==> config.mk <==
export PLATFORM = sky130hd
export DESIGN_NAME = pl0_token_scanner
export DESIGN_NICKNAME = d
export VERILOG_FILES = /design/src/rtl/pl0ts_pkg.sv /design/src/rtl/pl0ts_front.sv /design/src/rtl/pl0ts_jobq.sv /design/src/rtl/pl0ts_back.sv /design/src/rtl/pl0_token_scanner.sv
export SDC_FILE = /design/constraint.sdc
export NUM_CORES = 1
export LEC_CHECK = 0
export BUFFER_PORTS_ARGS = -buffer_cell sky130_fd_sc_hd__buf_2
export CAP_MARGIN = 20
export CORE_ASPECT_RATIO = 1.5
export CORE_UTILIZATION = 55
export DETAILED_ROUTE_END_ITERATION = 6
export HOLD_SLACK_MARGIN = 0.1
export PLACE_DENSITY_LB_ADDON = 0.1
export SETUP_SLACK_MARGIN = 0.3
export SYNTH_ARGS = -nofsm -noshare
export SYNTH_HDL_FRONTEND = slang
export SYNTH_SLANG_ARGS = --single-unit
==> constraint.sdc <==
create_clock -name i_clk -period 19.6 [get_ports i_clk]
set_clock_uncertainty 0.1 [all_clocks]
set_input_delay 1.96 -clock i_clk [delete_from_list [all_inputs] [get_ports i_clk]]
set_output_delay 1.96 -clock i_clk [all_outputs]
set_load 0.01 [all_outputs]
==> src/rtl/pl0ts_pkg.sv <==
package pl0ts_pkg;

    localparam int IDENT_MAX_DEF      = 11;
    localparam int NUM_DIGITS_MAX_DEF = 5;
    localparam int RUN_MAX_DEF        = 16;

    // job length field covers the largest run or word length in range
    localparam int LEN_W      = 7;
    localparam int VAL_W      = 17;
    localparam int KIND_W     = 6;
    localparam int CHAR_W     = 8;
    localparam int JOBQ_DEPTH = 4;
    localparam int KW_N       = 15;
    localparam int KW_CHARS   = 9;

    localparam logic [CHAR_W-1:0] CH_SLASH = 8'h2f;
    localparam logic [CHAR_W-1:0] CH_STAR  = 8'h2a;
    localparam logic [CHAR_W-1:0] CH_ZERO  = 8'h30;

    localparam logic [KIND_W-1:0] K_NULL       = 6'd0;
    localparam logic [KIND_W-1:0] K_IDENT      = 6'd1;
    localparam logic [KIND_W-1:0] K_NUMBER     = 6'd2;
    localparam logic [KIND_W-1:0] K_PLUS       = 6'd3;
    localparam logic [KIND_W-1:0] K_MINUS      = 6'd4;
    localparam logic [KIND_W-1:0] K_TIMES      = 6'd5;
    localparam logic [KIND_W-1:0] K_SLASH      = 6'd6;
    localparam logic [KIND_W-1:0] K_FI         = 6'd7;
    localparam logic [KIND_W-1:0] K_EQL        = 6'd8;
    localparam logic [KIND_W-1:0] K_NEQ        = 6'd9;
    localparam logic [KIND_W-1:0] K_LSS        = 6'd10;
    localparam logic [KIND_W-1:0] K_LEQ        = 6'd11;
    localparam logic [KIND_W-1:0] K_GTR        = 6'd12;
    localparam logic [KIND_W-1:0] K_GEQ        = 6'd13;
    localparam logic [KIND_W-1:0] K_LPAREN     = 6'd14;
    localparam logic [KIND_W-1:0] K_RPAREN     = 6'd15;
    localparam logic [KIND_W-1:0] K_COMMA      = 6'd16;
    localparam logic [KIND_W-1:0] K_SEMI       = 6'd17;
    localparam logic [KIND_W-1:0] K_PERIOD     = 6'd18;
    localparam logic [KIND_W-1:0] K_BECOMES    = 6'd19;
    localparam logic [KIND_W-1:0] K_BEGIN      = 6'd20;
    localparam logic [KIND_W-1:0] K_END        = 6'd21;
    localparam logic [KIND_W-1:0] K_IF         = 6'd22;
    localparam logic [KIND_W-1:0] K_THEN       = 6'd23;
    localparam logic [KIND_W-1:0] K_WHILE      = 6'd24;
    localparam logic [KIND_W-1:0] K_DO         = 6'd25;
    localparam logic [KIND_W-1:0] K_CALL       = 6'd26;
    localparam logic [KIND_W-1:0] K_CONST      = 6'd27;
    localparam logic [KIND_W-1:0] K_VAR        = 6'd28;
    localparam logic [KIND_W-1:0] K_PROCEDURE  = 6'd29;
    localparam logic [KIND_W-1:0] K_WRITE      = 6'd30;
    localparam logic [KIND_W-1:0] K_READ       = 6'd31;
    localparam logic [KIND_W-1:0] K_ELSE       = 6'd32;
    localparam logic [KIND_W-1:0] K_BAD_SYM    = 6'd33;
    localparam logic [KIND_W-1:0] K_LONG_IDENT = 6'd34;
    localparam logic [KIND_W-1:0] K_LONG_NUM   = 6'd35;

    typedef enum logic [1:0] {
        JOB_IDENT,
        JOB_NUM,
        JOB_RUN
    } t_job_kind;

    typedef struct packed {
        t_job_kind         kind;
        logic [LEN_W-1:0]  len;
        logic [VAL_W-1:0]  value;
        logic              too_long;
        logic              last;
    } t_job;

    // keywords left aligned, zero padded
    localparam logic [8*KW_CHARS-1:0] KW_TEXT [KW_N] = '{
        {"null", 40'h0}, {"begin", 32'h0}, {"end", 48'h0}, {"if", 56'h0},
        {"fi", 56'h0}, {"then", 40'h0}, {"while", 32'h0}, {"do", 56'h0},
        {"call", 40'h0}, {"const", 32'h0}, {"var", 48'h0}, {"procedure"},
        {"write", 32'h0}, {"read", 40'h0}, {"else", 40'h0}
    };
    localparam logic [LEN_W-1:0] KW_LEN [KW_N] = '{
        7'd4, 7'd5, 7'd3, 7'd2, 7'd2, 7'd4, 7'd5, 7'd2,
        7'd4, 7'd5, 7'd3, 7'd9, 7'd5, 7'd4, 7'd4
    };
    localparam logic [KIND_W-1:0] KW_KIND [KW_N] = '{
        K_NULL, K_BEGIN, K_END, K_IF, K_FI, K_THEN, K_WHILE, K_DO,
        K_CALL, K_CONST, K_VAR, K_PROCEDURE, K_WRITE, K_READ, K_ELSE
    };

    function automatic logic [KIND_W-1:0] single_sym(input logic [CHAR_W-1:0] c);
        logic [KIND_W-1:0] k;
        case (c)
            8'h2b:   k = K_PLUS;
            8'h2d:   k = K_MINUS;
            8'h2a:   k = K_TIMES;
            8'h2f:   k = K_SLASH;
            8'h3d:   k = K_EQL;
            8'h3c:   k = K_LSS;
            8'h3e:   k = K_GTR;
            8'h28:   k = K_LPAREN;
            8'h29:   k = K_RPAREN;
            8'h2c:   k = K_COMMA;
            8'h3b:   k = K_SEMI;
            8'h2e:   k = K_PERIOD;
            default: k = K_BAD_SYM;
        endcase
        return k;
    endfunction

    // miss gives the invalid symbol code
    function automatic logic [KIND_W-1:0] pair_sym(input logic [CHAR_W-1:0] a,
                                                   input logic [CHAR_W-1:0] b);
        logic [KIND_W-1:0] k;
        k = K_BAD_SYM;
        if (a == 8'h3c && b == 8'h3e) k = K_NEQ;
        if (a == 8'h3c && b == 8'h3d) k = K_LEQ;
        if (a == 8'h3e && b == 8'h3d) k = K_GEQ;
        if (a == 8'h3a && b == 8'h3d) k = K_BECOMES;
        return k;
    endfunction

    // miss gives the identifier code
    function automatic logic [KIND_W-1:0] kw_lookup(
        input logic [KW_CHARS-1:0][CHAR_W-1:0] w,
        input logic [LEN_W-1:0]                len
    );
        logic [8*KW_CHARS-1:0] p;
        logic [KIND_W-1:0]     k;
        p = '0;
        k = K_IDENT;
        for (int j = 0; j < KW_CHARS; j++) begin
            if (LEN_W'(j) < len) p[8*(KW_CHARS-1-j) +: 8] = w[j];
        end
        for (int i = 0; i < KW_N; i++) begin
            if (len == KW_LEN[i] && p == KW_TEXT[i]) k = KW_KIND[i];
        end
        return k;
    endfunction

endpackage

==> src/rtl/pl0ts_front.sv <==
module pl0ts_front #(
    parameter int IDENT_MAX      = pl0ts_pkg::IDENT_MAX_DEF,
    parameter int NUM_DIGITS_MAX = pl0ts_pkg::NUM_DIGITS_MAX_DEF,
    parameter int RUN_MAX        = pl0ts_pkg::RUN_MAX_DEF,
    localparam int BUF_N = (IDENT_MAX > RUN_MAX) ? IDENT_MAX : RUN_MAX
) (
    input  logic                                   i_clk,
    input  logic                                   i_rst_n,
    input  logic                                   i_valid,
    input  logic [pl0ts_pkg::CHAR_W-1:0]           i_ch,
    input  logic                                   i_eoi,
    output pl0ts_pkg::t_job                        o_job0,
    output pl0ts_pkg::t_job                        o_job1,
    output logic [BUF_N-1:0][pl0ts_pkg::CHAR_W-1:0] o_buf0,
    output logic [BUF_N-1:0][pl0ts_pkg::CHAR_W-1:0] o_buf1,
    output logic [1:0]                             o_wcnt
);
    import pl0ts_pkg::*;

    localparam int LMAX = ((IDENT_MAX + 1) > RUN_MAX) ? (IDENT_MAX + 1) : RUN_MAX;
    localparam int LW   = $clog2(LMAX + 1);
    localparam int IW   = $clog2(BUF_N);
    localparam int DW   = $clog2(NUM_DIGITS_MAX + 2);

    typedef enum logic [2:0] {
        M_IDLE,
        M_IDENT,
        M_NUMBER,
        M_SYMBOL,
        M_COMMENT
    } t_mode;

    t_mode                          r_mode, n_mode;
    logic [BUF_N-1:0][CHAR_W-1:0]   r_buf, n_buf;
    logic [LW-1:0]                  r_len, n_len;
    logic [VAL_W-1:0]               r_acc, n_acc;
    logic [DW-1:0]                  r_dcnt, n_dcnt;
    logic                           r_star, n_star;

    t_mode                          m;
    logic [BUF_N-1:0][CHAR_W-1:0]   mbuf, ins_buf, j1buf;
    logic [LW-1:0]                  mlen, lm1;
    logic [VAL_W-1:0]               macc, acc10;
    logic [DW-1:0]                  mdcnt;
    logic                           mstar;
    logic                           alpha, digit, blank, sym, prev_slash;
    logic [CHAR_W-1:0]              dval;
    logic                           j1v, j2v;
    t_job                           j1, j2;

    function automatic logic flush_ok(input t_mode fm, input logic [LW-1:0] len);
        return (fm == M_IDENT) || (fm == M_NUMBER) || (fm == M_SYMBOL && len != '0);
    endfunction

    function automatic t_job flush_job(input t_mode fm, input logic [LW-1:0] len,
                                       input logic [VAL_W-1:0] acc,
                                       input logic [DW-1:0] dcnt);
        t_job j;
        j.kind     = (fm == M_IDENT) ? JOB_IDENT : (fm == M_NUMBER) ? JOB_NUM : JOB_RUN;
        j.len      = LEN_W'(len);
        j.value    = acc;
        j.too_long = (fm == M_IDENT) ? (len > LW'(IDENT_MAX)) : (dcnt > DW'(NUM_DIGITS_MAX));
        j.last     = 1'b0;
        return j;
    endfunction

    always_comb begin
        alpha = (i_ch >= 8'h61 && i_ch <= 8'h7a) || (i_ch >= 8'h41 && i_ch <= 8'h5a);
        digit = (i_ch >= 8'h30 && i_ch <= 8'h39);
        blank = (i_ch == 8'h20) || (i_ch >= 8'h09 && i_ch <= 8'h0d) || (i_ch == 8'h00);
        sym   = !alpha && !digit && !blank;
        dval  = i_ch - CH_ZERO;
        acc10 = (r_acc << 3) + (r_acc << 1) + {{(VAL_W-CHAR_W){1'b0}}, dval};
        lm1   = r_len - LW'(1);
        prev_slash = (r_len != '0) && (r_buf[lm1[IW-1:0]] == CH_SLASH);
        ins_buf = r_buf;
        if (r_len < LW'(BUF_N)) ins_buf[r_len[IW-1:0]] = i_ch;

        m     = r_mode;
        mbuf  = r_buf;
        mlen  = r_len;
        macc  = r_acc;
        mdcnt = r_dcnt;
        mstar = r_star;
        j1v   = 1'b0;
        j1    = flush_job(r_mode, r_len, r_acc, r_dcnt);
        j1buf = r_buf;

        if (r_mode == M_COMMENT) begin
            if (r_star && i_ch == CH_SLASH) begin
                m     = M_IDLE;
                mstar = 1'b0;
            end else begin
                mstar = (i_ch == CH_STAR);
            end
        end else if (r_mode == M_IDENT && (alpha || digit)) begin
            if (r_len < LW'(IDENT_MAX)) mbuf = ins_buf;
            if (r_len <= LW'(IDENT_MAX)) mlen = r_len + LW'(1);
        end else if (r_mode == M_NUMBER && digit) begin
            if (r_dcnt < DW'(NUM_DIGITS_MAX)) macc = acc10;
            if (r_dcnt <= DW'(NUM_DIGITS_MAX)) mdcnt = r_dcnt + DW'(1);
        end else if (r_mode == M_SYMBOL && sym) begin
            if (i_ch == CH_STAR && prev_slash) begin
                // drop the slash, send what came before, open the comment
                j1v   = (lm1 != '0);
                j1    = flush_job(M_SYMBOL, lm1, r_acc, r_dcnt);
                m     = M_COMMENT;
                mlen  = '0;
                mstar = 1'b0;
            end else if (r_len == LW'(RUN_MAX - 1)) begin
                j1v   = 1'b1;
                j1    = flush_job(M_SYMBOL, r_len, r_acc, r_dcnt);
                j1buf = ins_buf;
                if (i_ch == CH_SLASH) begin
                    // a trailing slash may still open a comment
                    j1.len  = LEN_W'(RUN_MAX - 1);
                    mbuf[0] = CH_SLASH;
                    mlen    = LW'(1);
                end else begin
                    j1.len = LEN_W'(RUN_MAX);
                    m      = M_IDLE;
                    mlen   = '0;
                end
            end else begin
                mbuf = ins_buf;
                mlen = r_len + LW'(1);
            end
        end else begin
            j1v     = flush_ok(r_mode, r_len);
            m       = M_IDLE;
            mlen    = '0;
            macc    = '0;
            mdcnt   = '0;
            mbuf[0] = i_ch;
            if (alpha) begin
                m    = M_IDENT;
                mlen = LW'(1);
            end else if (digit) begin
                m     = M_NUMBER;
                macc  = {{(VAL_W-CHAR_W){1'b0}}, dval};
                mdcnt = DW'(1);
            end else if (sym) begin
                m    = M_SYMBOL;
                mlen = LW'(1);
            end
        end

        j2v = i_eoi && flush_ok(m, mlen);
        j2  = flush_job(m, mlen, macc, mdcnt);

        n_mode = m;
        n_buf  = mbuf;
        n_len  = mlen;
        n_acc  = macc;
        n_dcnt = mdcnt;
        n_star = mstar;
        if (i_eoi) begin
            n_mode = (m == M_COMMENT) ? M_COMMENT : M_IDLE;
            n_len  = '0;
            n_acc  = '0;
            n_dcnt = '0;
        end

        // pack the jobs of this beat, last one carries the last mark
        o_job0      = j1v ? j1 : j2;
        o_buf0      = j1v ? j1buf : mbuf;
        o_job0.last = j1v ? !j2v : 1'b1;
        o_job1      = j2;
        o_job1.last = 1'b1;
        o_buf1      = mbuf;
        o_wcnt      = i_valid ? (2'(j1v) + 2'(j2v)) : 2'd0;
    end

    always_ff @(posedge i_clk) begin
        if (!i_rst_n) begin
            r_mode <= M_IDLE;
            r_len  <= '0;
            r_acc  <= '0;
            r_dcnt <= '0;
            r_star <= 1'b0;
        end else if (i_valid) begin
            r_mode <= n_mode;
            r_len  <= n_len;
            r_acc  <= n_acc;
            r_dcnt <= n_dcnt;
            r_star <= n_star;
        end
    end

    always_ff @(posedge i_clk) begin
        if (i_valid) r_buf <= n_buf;
    end

endmodule

==> src/rtl/pl0ts_jobq.sv <==
module pl0ts_jobq #(
    parameter int BUF_N = pl0ts_pkg::RUN_MAX_DEF
) (
    input  logic                                    i_clk,
    input  logic                                    i_rst_n,
    input  logic [1:0]                              i_wcnt,
    input  pl0ts_pkg::t_job                         i_job0,
    input  pl0ts_pkg::t_job                         i_job1,
    input  logic [BUF_N-1:0][pl0ts_pkg::CHAR_W-1:0] i_buf0,
    input  logic [BUF_N-1:0][pl0ts_pkg::CHAR_W-1:0] i_buf1,
    output logic                                    o_full,
    output logic                                    o_valid,
    output pl0ts_pkg::t_job                         o_job,
    output logic [BUF_N-1:0][pl0ts_pkg::CHAR_W-1:0] o_buf,
    input  logic                                    i_pop
);
    import pl0ts_pkg::*;

    localparam int PW = $clog2(JOBQ_DEPTH);
    localparam int CW = $clog2(JOBQ_DEPTH + 1);

    t_job                         r_job [JOBQ_DEPTH];
    logic [BUF_N-1:0][CHAR_W-1:0] r_buf [JOBQ_DEPTH];
    logic [PW-1:0]                r_wp, r_rp, wp1;
    logic [CW-1:0]                r_cnt;

    assign wp1     = r_wp + PW'(1);
    // a beat may bring two jobs, so keep two slots free
    assign o_full  = r_cnt > CW'(JOBQ_DEPTH - 2);
    assign o_valid = r_cnt != '0;
    assign o_job   = r_job[r_rp];
    assign o_buf   = r_buf[r_rp];

    always_ff @(posedge i_clk) begin
        if (i_wcnt != 2'd0) begin
            r_job[r_wp] <= i_job0;
            r_buf[r_wp] <= i_buf0;
        end
        if (i_wcnt == 2'd2) begin
            r_job[wp1] <= i_job1;
            r_buf[wp1] <= i_buf1;
        end
    end

    always_ff @(posedge i_clk) begin
        if (!i_rst_n) begin
            r_wp  <= '0;
            r_rp  <= '0;
            r_cnt <= '0;
        end else begin
            r_wp  <= r_wp + PW'(i_wcnt);
            if (i_pop) r_rp <= r_rp + PW'(1);
            r_cnt <= r_cnt + CW'(i_wcnt) - CW'(i_pop);
        end
    end

endmodule

==> src/rtl/pl0ts_back.sv <==
module pl0ts_back #(
    parameter int BUF_N = pl0ts_pkg::RUN_MAX_DEF
) (
    input  logic                                    i_clk,
    input  logic                                    i_rst_n,
    input  logic                                    i_valid,
    input  pl0ts_pkg::t_job                         i_job,
    input  logic [BUF_N-1:0][pl0ts_pkg::CHAR_W-1:0] i_buf,
    output logic                                    o_pop,
    input  logic                                    i_out_pop,
    output logic                                    o_empty,
    output logic [pl0ts_pkg::KIND_W-1:0]            o_token_kind,
    output logic [pl0ts_pkg::CHAR_W-1:0]            o_lexeme_char,
    output logic [pl0ts_pkg::VAL_W-1:0]             o_number_value,
    output logic                                    o_last
);
    import pl0ts_pkg::*;

    localparam int IW = $clog2(BUF_N);

    logic [LEN_W-1:0]                r_idx;
    logic                            r_ovalid;
    logic [KIND_W-1:0]               r_kind, kind, kw_kind, pair_kind;
    logic [CHAR_W-1:0]               r_char, lex, cur;
    logic [VAL_W-1:0]                r_val, val;
    logic                            r_last;
    logic                            single, final_beat, adv;
    logic [KW_CHARS-1:0][CHAR_W-1:0] w;

    always_comb begin
        w = '0;
        for (int j = 0; j < KW_CHARS; j++) begin
            if (j < BUF_N) w[j] = i_buf[j];
        end
        kw_kind   = kw_lookup(w, i_job.len);
        pair_kind = pair_sym(i_buf[0], i_buf[1]);
        cur       = i_buf[r_idx[IW-1:0]];

        single = 1'b0;
        kind   = single_sym(cur);
        lex    = '0;
        val    = '0;
        case (i_job.kind)
            JOB_IDENT: begin
                if (i_job.too_long) begin
                    single = 1'b1;
                    kind   = K_LONG_IDENT;
                end else if (kw_kind != K_IDENT) begin
                    single = 1'b1;
                    kind   = kw_kind;
                end else begin
                    kind = K_IDENT;
                    lex  = cur;
                end
            end
            JOB_NUM: begin
                single = 1'b1;
                kind   = i_job.too_long ? K_LONG_NUM : K_NUMBER;
                val    = i_job.too_long ? '0 : i_job.value;
            end
            JOB_RUN: begin
                // a valid pair is one token, anything else splits per char
                if (i_job.len == LEN_W'(2) && pair_kind != K_BAD_SYM) begin
                    single = 1'b1;
                    kind   = pair_kind;
                end
            end
            default: begin
                single = 1'b1;
                kind   = K_BAD_SYM;
            end
        endcase

        final_beat = single || (r_idx == i_job.len - LEN_W'(1));
        adv        = i_valid && (!r_ovalid || i_out_pop);
        o_pop      = adv && final_beat;
    end

    always_ff @(posedge i_clk) begin
        if (!i_rst_n) begin
            r_ovalid <= 1'b0;
            r_idx    <= '0;
        end else begin
            if (adv) begin
                r_ovalid <= 1'b1;
                r_idx    <= final_beat ? '0 : r_idx + LEN_W'(1);
            end else if (i_out_pop) begin
                r_ovalid <= 1'b0;
            end
        end
    end

    always_ff @(posedge i_clk) begin
        if (adv) begin
            r_kind <= kind;
            r_char <= lex;
            r_val  <= val;
            r_last <= i_job.last && final_beat;
        end
    end

    assign o_empty        = !r_ovalid;
    assign o_token_kind   = r_kind;
    assign o_lexeme_char  = r_char;
    assign o_number_value = r_val;
    assign o_last         = r_last;

endmodule

==> src/rtl/pl0_token_scanner.sv <==
// pl0 token scanner
// source characters go in through a queue style port: push with full, one
// character a beat, end_of_input flushes whatever token is pending after it.
// tokens come out through a queue style port: empty with pop, one result a
// beat; identifiers that are not keywords come out one character a beat, and
// symbol runs that are not a valid symbol come out one token per character.
// last marks the final result caused by one input character.
// the front takes one character per cycle and never waits on the output as
// long as the job queue (four entries) has two free slots; each character
// yields at most two jobs. the back turns each job into its results, one
// result per cycle while pop keeps the output register free.
// the first result of a character passes through the job queue and the
// back's output register before it reaches the port.
// when pop stays low the output register holds, the back stalls, the queue
// fills and full rises; no result is dropped.
// reset clears the scan state, the queue and the output register: empty is
// high and full is low in the cycle after reset.
module pl0_token_scanner #(
    parameter int IDENT_MAX      = pl0ts_pkg::IDENT_MAX_DEF,
    parameter int NUM_DIGITS_MAX = pl0ts_pkg::NUM_DIGITS_MAX_DEF,
    parameter int RUN_MAX        = pl0ts_pkg::RUN_MAX_DEF
) (
    input  logic                          i_clk,
    input  logic                          i_rst_n,
    input  logic                          push,
    output logic                          full,
    input  logic [pl0ts_pkg::CHAR_W-1:0]  i_ch,
    input  logic                          i_end_of_input,
    output logic                          empty,
    input  logic                          pop,
    output logic [pl0ts_pkg::KIND_W-1:0]  o_token_kind,
    output logic [pl0ts_pkg::CHAR_W-1:0]  o_lexeme_char,
    output logic [pl0ts_pkg::VAL_W-1:0]   o_number_value,
    output logic                          o_last
);
    import pl0ts_pkg::*;

    localparam int BUF_N = (IDENT_MAX > RUN_MAX) ? IDENT_MAX : RUN_MAX;

    logic                         accept, q_valid, q_pop;
    logic [1:0]                   wcnt;
    t_job                         job0, job1, q_job;
    logic [BUF_N-1:0][CHAR_W-1:0] buf0, buf1, q_buf;

    assign accept = push && !full;

    pl0ts_front #(
        .IDENT_MAX      (IDENT_MAX),
        .NUM_DIGITS_MAX (NUM_DIGITS_MAX),
        .RUN_MAX        (RUN_MAX)
    ) u_front (
        .i_clk   (i_clk),
        .i_rst_n (i_rst_n),
        .i_valid (accept),
        .i_ch    (i_ch),
        .i_eoi   (i_end_of_input),
        .o_job0  (job0),
        .o_job1  (job1),
        .o_buf0  (buf0),
        .o_buf1  (buf1),
        .o_wcnt  (wcnt)
    );

    pl0ts_jobq #(
        .BUF_N (BUF_N)
    ) u_jobq (
        .i_clk   (i_clk),
        .i_rst_n (i_rst_n),
        .i_wcnt  (wcnt),
        .i_job0  (job0),
        .i_job1  (job1),
        .i_buf0  (buf0),
        .i_buf1  (buf1),
        .o_full  (full),
        .o_valid (q_valid),
        .o_job   (q_job),
        .o_buf   (q_buf),
        .i_pop   (q_pop)
    );

    pl0ts_back #(
        .BUF_N (BUF_N)
    ) u_back (
        .i_clk          (i_clk),
        .i_rst_n        (i_rst_n),
        .i_valid        (q_valid),
        .i_job          (q_job),
        .i_buf          (q_buf),
        .o_pop          (q_pop),
        .i_out_pop      (pop),
        .o_empty        (empty),
        .o_token_kind   (o_token_kind),
        .o_lexeme_char  (o_lexeme_char),
        .o_number_value (o_number_value),
        .o_last         (o_last)
    );

    a_reset_empty: assert property (@(posedge i_clk) !i_rst_n |=> empty)
        else $error("output not empty after reset");

    a_lexeme_ident: assert property (@(posedge i_clk) disable iff (!i_rst_n)
        (!empty && o_token_kind != K_IDENT) |-> (o_lexeme_char == '0))
        else $error("lexeme char on a non identifier token");

    a_value_number: assert property (@(posedge i_clk) disable iff (!i_rst_n)
        (!empty && o_token_kind != K_NUMBER) |-> (o_number_value == '0))
        else $error("number value on a non number token");

    a_kind_range: assert property (@(posedge i_clk) disable iff (!i_rst_n)
        !empty |-> (o_token_kind <= K_LONG_NUM))
        else $error("token kind out of range");

endmodule

==> results of run 1 <==
==> per-stage QoR <==
stage,setup slack (ns),hold WS (ns),instances
2_1_floorplan,9.476,0.3310,3230
3_3_place_gp,10.13,0.3434,4209
3_5_place_dp,10.11,0.3622,4211
4_1_cts,10.80,0.3754,4362
5_1_grt,10.27,0.3986,4364
6_report,10.63,0.3816,4365
==> how the worst max path moves through the flow <==
stage | start | end | slack, ns
floorplan | i_ch[4] | u_jobq.r_buf[1][0]$_DFFE_PP_ | 9.48
global placement | i_ch[4] | u_jobq.r_buf[1][92]$_DFFE_PP_ | 10.13
detailed placement | i_ch[4] | u_jobq.r_buf[1][94]$_DFFE_PP_ | 10.11
CTS | i_ch[4] | u_jobq.r_buf[1][73]$_DFFE_PP_ | 10.80
global route | i_ch[7] | u_jobq.r_buf[1][99]$_DFFE_PP_ | 10.27
finish | i_ch[7] | u_jobq.r_buf[1][99]$_DFFE_PP_ | 10.63
==> layer usage <==
| metal | track usage (%) | wire length (um) | part of all wire (%) | vias to the layer above |
|---|---|---|---|---|
| met1 | 40.95 | 52470 | 39 | 15443 |
| met2 | 55.40 | 68490 | 51 | 1295 |
| met4 | 14.01 | 5791 | 4.3 | 4 |
| li1 | - | - | - | 12746 |
| met3 | 4.359 | 8589 | 6.3 | 296 |
| met5 | 0 | 32 | 0.024 | - |
==> synth_stat cells (22+ instances only) <==
master / instances / area (sq um)
nor2b_1: 33 / 206.5
nor3_1: 52 / 260.3
a22oi_1: 25 / 187.7
ha_1: 48 / 600.6
a22o_1: 44 / 385.4
inv_1: 67 / 251.5
clkbuf_1: 158 / 593.1
mux2_4: 64 / 960.9
nand2_1: 185 / 694.4
a21oi_2: 36 / 315.3
xnor2_1: 22 / 192.7
and3_1: 46 / 287.8
nand4_1: 37 / 231.5
mux2_1: 53 / 596.8
mux2_2: 428 / 4820
mux4_2: 191 / 4302
o21ai_0: 101 / 505.5
nor2_1: 103 / 386.6
nand2b_1: 26 / 162.7
edfxtp_1: 772 / 23180
a21oi_1: 65 / 325.3
mux2i_1: 86 / 860.8
buf_2: 36 / 180.2
and2_1: 29 / 181.4
nand3_1: 35 / 175.2
nor4_1: 30 / 187.7
o22ai_1: 37 / 231.5
dfxtp_1: 50 / 1001
==> layout make-up <==
cell class / instances / share of cell area [%]
Inverter: 68 / 0.5263
Antenna cell: 1 / 0.005061
Clock buffer: 115 / 4.529
Multi-Input combinational cell: 2107 / 41.01
Timing Repair Buffer: 103 / 1.460
Sequential cell: 822 / 48.93
Clock inverter: 36 / 0.7212
Tap cell: 1113 / 2.816
==> critical path: cells and delay by family <==
family | cells | cell delay [ns]
AOI/OAI and AO/OA | 3 | 1.16
buffers and inverters | 4 | 2.11
and+or+nand+nor | 6 | 3.21
adders and majority gates | 1 | 0.49
==> power by group through the flow <==
stage,registers [mW],logic (mW),clock network [mW]
floorplan,2.37,1.10,0
global placement,2.37,1.58,0
detailed placement,2.38,1.61,0
CTS,2.35,1.61,1.58
global route,2.37,1.70,1.65
finish,2.35,1.62,1.56
==> sequential cells by signal (all words and copies together) (netlist names), 3 cells and up, named ones only <==
signal                 count
u_back.o_lexeme_char       8
u_front.r_buf            128
u_front.r_acc             17
u_back.r_idx               7
u_front.r_dcnt             3
u_back.o_number_value     17
u_front.r_len              5
u_jobq.r_buf             512
u_jobq.r_job             104
u_jobq.r_cnt               3
u_front.r_mode             3
u_back.o_token_kind        6
==> logic make-up (layout without fill, tap and decap cells) <==
kind of cell | after synthesis | count (layout)
DFF | 822 | 822
buffers and inverters | 301 | 322
and+or+nand+nor | 714 | 714
other | 0 | 1
muxes | 824 | 824
adders and majority gates | 55 | 55
AOI/OAI and AO/OA | 475 | 475
xor gates and xnor gates | 39 | 39
==> results.py, run 1 <==
metrics = {
    "synth": {
        "synth_enable_flop_cells": 772,
        "syn_area_per_cell_sq_um": 14.16,
        "synthAdderAreaFrac_pct": 1.619,
        "yosysWarnings": 0,
        "synth_top_family_by_area": "multiplexers",
        "synthSimpleGateAreaFrac_pct": 8.761,
        "synthMuxAreaShare_pct": 25.34,
        "synth_cell_type_count": 108,
        "synth_area_sq_um": 45740,
        "synthFlopType": "edfxtp_1",
        "synth_compound_area_share_pct": 7.626,
        "synthXorXnorAreaFrac_pct": 0.7468,
        "ys_ff_latch": 822,
        "syn_nets": 3298,
        "netlist_instances": 3230,
        "ys_seq_area_share_pct": 52.87,
        "synthArstFlopShare_pct": 0,
    },
    "run": {
        "cap_violations": 0,
    },
    "grt": {
        "grt_pass1_vias": 30245,
        "overflow": 0,
        "grt_usage_pct": 32.28,
        "grt_max_degree": 141,
        "grt_pass1_wl_um": 200400,
        "antenna_found_initial": 2,
    },
    "pwr": {
        "pwr-share-clk_pct": 28.3,
        "p_sw_mw": 1.814,
        "power.density_nw_per_um2": 111.9,
        "max-vdd-ir-drop_uv": 115.8,
        "intPower_mw": 3.720,
        "leakage_nw": 16.03,
        "switching_share_pct": 32.78,
        "seq_power_share_pct": 42.4,
        "combPwrFrac_pct": 29.3,
        "report.power.total_mw": 5.534,
    },
    "critical_path": {
        "critical_path_class": "in -> reg",
        "r2r_slack_ns": 11.80,
        "r2r_cells": 15,
        "cp-end-kind": "register",
        "arrival_ns": 9.15,
        "cp.required_ns": 19.78,
        "reg2reg_to": "u_jobq.r_buf[1][99]$_DFFE_PP_",
        "slowest_stage": "or4_1",
        "critPathLaunchType": "primary input",
        "reg2reg_from": "u_front.r_len[1]$_SDFFE_PN0P_",
        "max_stage_delay_ns": 0.97,
        "crit_fanout": 100,
        "cp_cell_sequence": "buf_2 > buf_4 > nor2_1 > o21a_1 > nand2_1 > o31ai_2 > or4_1 > nand2_4 > o32a_2 > inv_2 > ha_1 > or4_1 > nand2_8 > buf_4",
    },
    "floorplanning": {
        "die_h_um": 355.2,
        "die_w_um": 237.5,
        "start_util_pct": 55.46,
        "ioPinCount": 47,
        "rows": 129,
        "fp.coreArea_sq_um": 82480,
        "dieArea_sq_um": 84350,
    },
    "cells_and_area": {
        "syn2layout_area_growth_pct": 8.102,
        "multi_input_area_sq_um": 20280,
        "layout_commonest_cell": "edfxtp_1",
        "layout_common_cells": "edfxtp_1, mux2_2, mux4_2",
        "final_area_sq_um": 49450,
        "nets": 3253,
        "drive_gt1_share_pct": 31.37,
        "seq_area_sq_um": 24190,
        "nFillCells": 6335,
        "final_core_util_pct": 59.95,
    },
    "cts": {
        "cts_tree": "built",
        "root_buffer": "clkbuf_16",
        "clkSlewWorstSetupHoldPaths_ns": 0.06,
        "cts-resized-gates": 0,
        "numCtsBuffers": 83,
        "clk-insertion-delay-late_ns": 0.66,
        "htree_levels": 3,
        "cts.sinks": 822,
        "hold_buffers": 0,
        "ctsLongestPathBuffers": 3,
        "postCtsSetupBuffers": 0,
    },
    "route": {
        "drt_wl_total_um": 135400,
        "ant_nets": 0,
        "avgViaCountPerCell": 6.823,
        "remaining_drc_errors": 1,
        "first_pass_iters": 7,
        "first_iter_violations": 3028,
        "wl_per_cell_um": 31.01,
        "vias": 29784,
    },
    "place": {
        "placement.io_buffers": 46,
        "postPlaceCellArea_sq_um": 46830,
        "dp_hpwl_um": 86930,
        "place_congestion": 0.9706,
    },
    "timing": {
        "slew_viol_final": 0,
        "finalHoldViolations": 0,
        "setup_violations": 0,
        "fmax_ghz": 0.1115,
        "period_minus_slack_ns": 8.967,
        "fin_crit_sh_pct": 45.75,
        "worst_pin_slew_ns": 1.126,
        "totalNegativeSetupSlack_ns": 0,
        "rsz0062_at_grt": "no",
        "slew_headroom_pct": 24.96,
    },
    "worst_hold_path": {
        "hp-class": "reg -> reg",
        "holdPathStages": 1,
        "min_from": "u_jobq.r_job[1][0]$_SDFFE_PP1P_",
        "hold_end": "u_jobq.r_job[1][0]$_SDFFE_PP1P_",
    },
    "outcome": {
        "violations": "DRC",
        "status": "complete, but fails checks",
    },
}
Note: power is estimated with default switching activity, not from simulation.
==> inputs of run 2 (changes only) <==
clock period = 8.47 ns   (was 19.6 ns; I/O delays follow)
==> run 2 against run 1 <==
  * The flow now finishes without violations
  * Non-clock buffer count rose by 30
  * Die area did not move
  * Global-route usage grew 0.49 points
  * Design area up 0.58%
  * Routed wire length rose by 1.3%
  * Largest cell class unchanged
  * Highest routed layer is now met4
==> results.py, run 2 (synthesis gave the netlist of run 1 again) <==
metrics = {
    "timing": {
        "totalNegativeSetupSlack_ns": 0,
        "finalHoldViolations": 0,
        "rsz0062_at_grt": "no",
        "worst_pin_slew_ns": 1.130,
        "slew_headroom_pct": 24.60,
        "slew_viol_final": 0,
        "worst_slack_ns": 1.649,
        "fin_crit_sh_pct": 80.53,
        "fmax_ghz": 0.1466,
        "setup_violations": 0,
        "period_minus_slack_ns": 6.821,
        "whs_ns": 0.3756,
    },
    "route": {
        "wl_per_cell_um": 31.23,
        "ant_nets": 0,
        "remaining_drc_errors": 0,
        "drt_wl_total_um": 137200,
        "avgViaCountPerCell": 6.794,
        "first_pass_iters": 6,
        "first_iter_violations": 3251,
        "vias": 29846,
    },
    "floorplanning": {
        "ioPinCount": 47,
        "rows": 129,
        "dieArea_sq_um": 84350,
        "die_w_um": 237.5,
        "die_h_um": 355.2,
        "fp.coreArea_sq_um": 82480,
        "start_util_pct": 55.46,
    },
    "place": {
        "dp_worst_setup_slack_ns": 1.149,
        "dp_hpwl_um": 89490,
        "postPlaceCellArea_sq_um": 47160,
        "place_congestion": 0.9831,
        "place_inst": 4239,
        "placement.io_buffers": 46,
    },
    "critical_path": {
        "crit_family": "compound AO/OA/AOI/OAI gates",
        "reg2reg_to": "u_jobq.r_buf[1][19]$_DFFE_PP_",
        "reg2reg_from": "u_front.r_len[1]$_SDFFE_PN0P_",
        "r2r_cells": 17,
        "r2r_slack_ns": 1.65,
        "cp_num_cells": 17,
        "max_stage_delay_ns": 0.61,
        "cp_cell_sequence": "inv_1 > ha_1 > buf_4 > a41oi_1 > o21ai_0 > o2111a_1 > o21a_1 > nor3_1 > a211oi_1 > o32a_1 > a221oi_1 > ha_1 > or4_1 > and2_2 > buf_4 > a21oi_2 > mux2_2",
        "critical_path_class": "reg -> reg",
        "arrival_ns": 7.12,
        "cp.required_ns": 8.77,
        "critPathLaunchType": "register",
        "crit_fanout": 10,
        "critPathBufInv": 3,
        "cp-end-kind": "register",
        "slowest_stage": "nor3_1",
    },
    "cts": {
        "ctsLongestPathBuffers": 3,
        "hold_buffers": 0,
        "root_buffer": "clkbuf_16",
        "htree_levels": 3,
        "clkSlewWorstSetupHoldPaths_ns": 0.06,
        "numCtsBuffers": 82,
        "cts.sinks": 822,
        "cts_tree": "built",
        "clk-insertion-delay-late_ns": 0.65,
        "postCtsSetupBuffers": 0,
        "cts-resized-gates": 0,
    },
    "cells_and_area": {
        "layout.cells.non_filler": 4393,
        "reg_top3": "u_jobq.r_buf: 512 flops, u_front.r_buf: 128 flops, u_jobq.r_job: 104 flops",
        "final_area_sq_um": 49740,
        "layout_commonest_cell": "edfxtp_1",
        "syn2layout_area_growth_pct": 8.734,
        "nets": 3282,
        "layout_common_cells": "edfxtp_1, mux2_2, mux4_2",
        "largest_reg_flops": 512,
        "drive_gt1_share_pct": 32.03,
        "top_register": "u_jobq.r_buf",
    },
    "pwr": {
        "pwr-share-clk_pct": 27.6,
        "power.density_nw_per_um2": 257.5,
        "leakage_nw": 16.18,
        "intPower_mw": 8.587,
        "combPwrFrac_pct": 30.0,
        "p_sw_mw": 4.221,
        "max-vdd-ir-drop_uv": 197.1,
        "seq_power_share_pct": 42.4,
        "switching_share_pct": 32.96,
    },
    "grt": {
        "grt_pass1_vias": 30151,
        "grt_pass1_wl_um": 203300,
        "grt_usage_pct": 32.77,
        "overflow": 0,
        "grt_max_degree": 87,
        "antenna_found_initial": 1,
    },
    "run": {
        "cap_violations": 0,
    },
    "worst_hold_path": {
        "holdPathStages": 1,
        "min_from": "u_jobq.r_job[3][0]$_SDFFE_PP1P_",
        "hp-class": "reg -> reg",
        "hold_end": "u_jobq.r_job[3][0]$_SDFFE_PP1P_",
    },
    "outcome": {
        "status": "complete, no violations",
    },
}
==> run 2: area by class of cell <==
type | instances | area [sq um]
Sequential cell | 822 | 24190
Fill cell | 6327 | 32740
Multi-Input combinational cell | 2107 | 20290
Timing Repair Buffer | 133 | 1082
Inverter | 68 | 260.3
Clock inverter | 44 | 346.6
Tap cell | 1113 | 1393
Clock buffer | 104 | 2166
Antenna cell | 2 | 5.005
==> run 2: stage by stage <==
step,power (mW),util [%]
floorplan,7.993,-
global placement,9.234,57.16
detailed placement,9.304,57.18
CTS,12.81,60.22
global route,13.22,60.30
finish,12.81,60.30
==> run 2: how the worst max path moves through the flow <==
stage                                        from                       endpoint
floorplan                                 i_ch[4]   u_jobq.r_buf[1][0]$_DFFE_PP_
global placement                          i_ch[5]  u_jobq.r_buf[1][17]$_DFFE_PP_
detailed placement                        i_ch[5]  u_jobq.r_buf[1][19]$_DFFE_PP_
CTS                 u_front.r_len[1]$_SDFFE_PN0P_  u_jobq.r_buf[1][19]$_DFFE_PP_
global route                              i_ch[5]  u_jobq.r_buf[1][19]$_DFFE_PP_
finish              u_front.r_len[1]$_SDFFE_PN0P_  u_jobq.r_buf[1][19]$_DFFE_PP_
==> run 2: per-layer routing <==
layer / track usage, % / share of wire, % / up-vias
met3: 3.917 / 5.8 / 309
met5: 0 / 0 / -
met2: 56.97 / 51 / 1235
met1: 40.98 / 38 / 15492
li1: - / - / 12810
met4: 14.89 / 4.8 / 0
==> run 2: worst register-to-register path: stages (launching register included) <==
cell      delay [ns]
dfxtp_1         0.52
inv_1           0.14
ha_1            0.42
buf_4           0.26
a41oi_1         0.30
o21ai_0         0.16
o2111a_1        0.23
o21a_1          0.23
nor3_1          0.61
a211oi_1        0.17
o32a_1          0.42
a221oi_1        0.45
ha_1            0.39
or4_1           0.53
and2_2          0.35
buf_4           0.28
a21oi_2         0.60
mux2_2          0.42
==> run 2: power groups by stage <==
stage	clock network [mW]	logic [mW]	registers, mW
global route	3.72	4.02	5.47
floorplan	0	2.54	5.45
detailed placement	0	3.80	5.51
global placement	0	3.75	5.48
CTS	3.58	3.81	5.42
finish	3.54	3.85	5.43
